===== config.mk =====
export PLATFORM = sky130hd
export DESIGN_NAME = ssc_front
export DESIGN_NICKNAME = d
export VERILOG_FILES = /design/src/rtl/ssc_pkg.sv /design/src/rtl/ssc_front.sv
export SDC_FILE = /design/constraint.sdc
export NUM_CORES = 1
export LEC_CHECK = 0
export BUFFER_PORTS_ARGS = -buffer_cell sky130_fd_sc_hd__buf_4
export CORE_MARGIN = 8
export CORE_UTILIZATION = 45
export DETAILED_ROUTE_END_ITERATION = 7
export PLACE_DENSITY = 0.7
export SLEW_MARGIN = 20
export SYNTH_ARGS = -nofsm -noshare
export SYNTH_HDL_FRONTEND = slang
export SYNTH_SLANG_ARGS = --single-unit

===== constraint.sdc =====
create_clock -name clock -period 1.7 [get_ports clock]
set_clock_uncertainty 0.05 [all_clocks]
set_input_delay 0.425 -clock clock [delete_from_list [all_inputs] [get_ports clock]]
set_output_delay 0.425 -clock clock [all_outputs]
set_load 0.01 [all_outputs]

===== src/rtl/ssc_pkg.sv =====
// ---------------------------------------------------------------------------
// ssc_pkg : shared types and constants for the subset-sum counter
// Field widths, default sizing and the item record passed front to back.
// ---------------------------------------------------------------------------
package ssc_pkg;

   localparam int SSC_MAX_SUM    = 255;
   localparam int SSC_COUNT_BITS = 32;

   localparam int SSC_VALUE_W  = 16;
   localparam int SSC_TARGET_W = 8;
   localparam int SSC_WAYS_W   = 32;

   // One classified element: sweep is set when the value fits a partial sum
   typedef struct packed {
      logic [SSC_VALUE_W-1:0] value;
      logic                   last;
      logic                   sweep;
   } ssc_item_type;

endpackage


===== src/rtl/ssc_front.sv =====
// ---------------------------------------------------------------------------
// ssc_front : input side of the subset-sum counter
// Takes elements, tags those that can reach a partial sum and holds them in
// a two-entry queue so the input keeps moving while the row sweep runs.
// ---------------------------------------------------------------------------
module ssc_front #(
   parameter int MAX_SUM = ssc_pkg::SSC_MAX_SUM
) (
   input  logic                              clock,
   input  logic                              reset,
   input  logic                              req_valid,
   output logic                              req_ready,
   input  logic [ssc_pkg::SSC_VALUE_W-1:0]   req_value,
   input  logic                              req_last,
   output logic                              item_valid,
   input  logic                              item_ready,
   output ssc_pkg::ssc_item_type             item
);
   import ssc_pkg::*;

   ssc_item_type q_ff [2];
   ssc_item_type new_item;
   logic         wr_ptr_ff, wr_ptr_in;
   logic         rd_ptr_ff, rd_ptr_in;
   logic [1:0]   cnt_ff, cnt_in;
   logic         push, pop;

   assign req_ready  = (cnt_ff != 2'd2);
   assign item_valid = (cnt_ff != 2'd0);
   assign item       = q_ff[rd_ptr_ff];
   assign push       = req_valid && req_ready;
   assign pop        = item_valid && item_ready;

   always_comb begin
      new_item.value = req_value;
      new_item.last  = req_last;
      new_item.sweep = (req_value <= SSC_VALUE_W'(MAX_SUM));
   end

   always_comb begin
      wr_ptr_in = push ? ~wr_ptr_ff : wr_ptr_ff;
      rd_ptr_in = pop  ? ~rd_ptr_ff : rd_ptr_ff;
      cnt_in    = cnt_ff;
      if (push && !pop) begin
         cnt_in = cnt_ff + 2'd1;
      end else if (pop && !push) begin
         cnt_in = cnt_ff - 2'd1;
      end
   end

   always_ff @(posedge clock) begin
      if (reset) begin
         wr_ptr_ff <= 1'b0;
         rd_ptr_ff <= 1'b0;
         cnt_ff    <= 2'd0;
      end else begin
         wr_ptr_ff <= wr_ptr_in;
         rd_ptr_ff <= rd_ptr_in;
         cnt_ff    <= cnt_in;
      end
   end

   always_ff @(posedge clock) begin
      if (push) begin
         q_ff[wr_ptr_ff] <= new_item;
      end
   end

`ifndef ASSERT_OFF
   a_cnt_bound: assert property (@(posedge clock) disable iff (reset)
      cnt_ff <= 2'd2)
      else $error("queue count out of range");

   a_push_grows: assert property (@(posedge clock) disable iff (reset)
      (push && !pop) |=> (cnt_ff == $past(cnt_ff) + 2'd1))
      else $error("push without pop did not grow the queue");

   a_class_ok: assert property (@(posedge clock) disable iff (reset)
      item_valid |-> (item.sweep == (item.value <= SSC_VALUE_W'(MAX_SUM))))
      else $error("queued element misclassified");
`endif

endmodule


==> reports/summary.log <==
[yosys] Yosys reg bits 41
[finish] total inserted antenna cells 0
[global_routing] largest net degree at the start of global routing 14
[finish] Final nets 158
[place] final weighted congestion in routability-driven placement 0.725
[clock_tree] CTS Buf Count 5
[drt] detailed router's first-iteration violation count 35
[yosys] Post-Synthesis Cells 83
[clock_tree] Clk Tree Root Cell clkbuf_4
[drt] wire length after detailed routing 3150 µm
[clock_tree] H-tree lvl count 2
[pwr] Leak 0.884 nW
[drt] total length of routed met2 wires 1660 µm
[clock_tree] clock network latency to the later pin of the worst-skew pair 0.34 ns
[clock_tree] cts hold-fix bufs 0
[global_routing] number of global-route vias before repair 1015
[global_routing] antenna violations before repair 0
[sta] worst rel slew slack 0.778
[critical_path] FF-to-FF path depth 6
[yosys] warnings from Yosys 0
[place] port bufs 40
[pwr] Cell Pwr Density 1430 nW/µm²
[drt] vias post-DR 904
[yosys] fraction of the yosys area taken by sequential cells 0.768
[floorplanning] placeable core region 3310 µm²
[yosys] number of synthesized flops with an enable pin 36
[global_routing] total global routing overflow 0
[yosys] Post-Syn Nets 105
[yosys] Post-synth ARST share 0
[clock_tree] post-CTS setup buffer count 0
[drt] total DRC errors in the routed layout 0
[finish] count of placed standard cells in the final layout, fillers left out 183
[yosys] proportion of netlist area held by the largest area contributor 0.703
[sta] final period utilization 1.08
[yosys] top cell type by total area after synthesis edfxtp_1
[critical_path] Worst path max stage delay 0.42 ns
[drt] Routed WL per cell 17.2 µm
[finish] share of layout cells above drive strength 1 0.577
[critical_path] capturing element type of the critical path primary output
[yosys] average cell area after synthesis 18.5 µm²
[critical_path] Crit Path Max Fanout 7
[finish] filler cell count 250
[global_routing] global-route wire length before repair 4900 µm
[critical_path] library cell contributing the largest single delay on the critical path dfxtp_4
[clock_tree] Max Buffers Root-to-Sink 2
[clock_tree] Clock transition at path regs 0.11 ns
[floorplanning] area of the die 5540 µm²
[critical_path] cells traversed along the worst timing path buf_8, mux2_4, buf_6
[sta] final setup fails 18
[drt] Pre-antenna DRT Iters 4
[place] worst-case setup slack after placement 0.0632 ns
[run] total of max-cap violations 0
[place] total instance count after detailed placement 174
[yosys] Top FF cell, synth edfxtp_1
[pwr] largest voltage drop on the vdd net 0.791 mV
[yosys] Syn Std Cell Area 1540 µm²
[floorplanning] starting density of the core 0.464
[critical_path] Reg-to-Reg Start cnt_ff[0]
[critical_path] CP startpoint kind flip-flop
[sta] Peak Freq 547 MHz
[critical_path] capture point of the critical path item[8]
[sta] Max Transition Viols Final 0
[clock_tree] count of clock tree sinks 41
[yosys] number of distinct library cells after synthesis 19
[sta] clock period minus worst slack 1.83 ns
[finish] share of the core filled with cells in the final layout 0.671
[sta] Final Worst Setup Slack -0.128 ns
[drt] DRT antenna net count 0
[sta] setup repair after global routing missed its margin true
[floorplanning] number of placed I/O pins 41
[finish] area added between synthesis and finish 44.4%
[critical_path] CP required 1.22 ns
[floorplanning] Row Count 21
[yosys] top post-synthesis cells by area edfxtp_1 70%, mux2_2 13%, dfxtp_1 6.5%, xor2_1 1.7%, nor2_1 0.98%
[critical_path] slack of the worst reg-to-reg path 0.09 ns
[drt] M1 wire length 1180 µm
[critical_path] Arr. time, crit path 1.35 ns
[floorplanning] Die Ht 74.5 µm
[clock_tree] TritonCTS clock tree built
[status] violations in the final reports negative setup slack
[place] Final HPWL DP 2110 µm
[drt] met3 routed wirelength 229 µm
[sta] number of endpoints with negative hold slack in the final report 0
[critical_path] critical setup path kind flip-flop to primary output
[hold_path] class of the tightest hold or removal check primary input to flip-flop
[status] outcome complete, but fails checks
[critical_path] worst reg2reg endpoint cnt_ff[1]
[drt] routed vias/inst 4.94
[sta] Tightest Pin Transition 0.331 ns
[floorplanning] die width 74.5 µm
[global_routing] global-route total usage across every layer 0.122
[drt] top layer in use met4
[critical path, delay by kind of cell, from the launching register on]
kind     cells  cell delay [ns]
flops        1             0.42
mux          1             0.32
buf+inv      2             0.27
[registers in the layout, indices dropped and copies added, names as in the netlist, named ones only]
name       cells
cnt_ff         2
q_ff          36
rd_ptr_ff      1
wr_ptr_ff      1
[per-stage QoR]
| step | setup TNS [ns] | hold slack, ns | power, mW | instance area, µm² |
|---|---|---|---|---|
| 3_3_place_gp | 0 | 0.446 | 2.24 | 1950 |
| 4_1_cts | -2.16 | 0.196 | 3.17 | 2210 |
| 6_report | -1.85 | 0.209 | 3.18 | 2220 |
| 5_1_grt | -2.67 | 0.186 | 3.33 | 2220 |
| 3_5_place_dp | 0 | 0.443 | 2.27 | 1950 |
| 2_1_floorplan | 0 | 0.421 | 1.82 | 1540 |
[worst min path at each step]
stage          cells past startpoint          end           from
2_1_floorplan                      2    cnt_ff[1]      cnt_ff[1]
3_5_place_dp                       2    flip-flop      rd_ptr_ff
6_report                           2    flip-flop          reset
4_1_cts                            2    flip-flop          reset
3_3_place_gp                       2    cnt_ff[1]      cnt_ff[1]
5_1_grt                            1  q_ff[0][16]  req_value[14]
[cell type report]
type,count,area [µm²],share of cell area
Clock buffer,6,41.3,0.0186
Clock inverter,2,35.0,0.0158
Inverter,1,3.75,0.00169
Multi-Input combinational cell,39,420,0.189
Sequential cell,41,1190,0.535
Tap cell,46,57.6,0.0259
Timing Repair Buffer,48,475,0.214
[synth_stat cells (2+ instances only)]
cell type,instances
dfxtp_1,5
a21oi_1,2
or4_1,2
xor2_1,3
nor2_1,4
mux2_2,18
o21ai_0,2
edfxtp_1,36
[timing repair]
item	4_1_cts	5_1_grt
cloned	1	0
gates resized for setup	43	4
endpoints found under the setup margin	18	20
[metal layers]
metal / global-route usage / vias to the layer above
met3: 0.0458 / 8
li1: - / 422
met4: 0.0652 / 0
met1: 0.119 / 439
met2: 0.217 / 35
met5: 0 / -
[placed cells by master (no fill, tap or decap), types with 3 or more instances in the layout]
master	instances
buf_6	18
xor2_1	3
mux2_4	18
buf_4	26
edfxtp_1	36
clkbuf_4	5
nor2_1	4
[cells by family (layout without fill, tap and decap cells)]
group                    count (synthesis)  in the layout  synth area share
AO/OA/AOI/OAI                            5              5            0.0195
flip-flops                              41             41             0.768
AND/OR/NAND/NOR                         12             12            0.0448
buffers and inverters                    3             57            0.0106
multiplexers                            18             18             0.132
XOR/XNOR                                 3              3            0.0171
adder cells (fa/ha/maj)                  1              1           0.00814
[power by group]
group	internal [mW]	total (mW)	switching, mW	leakage, nW
Combinational	0.743	1.22	0.476	0.463
Clock	0.308	0.605	0.296	0.0422
Sequential	1.27	1.36	0.0844	0.380
Total	2.33	3.18	0.857	0.884
(Power assumes the default switching activity.)
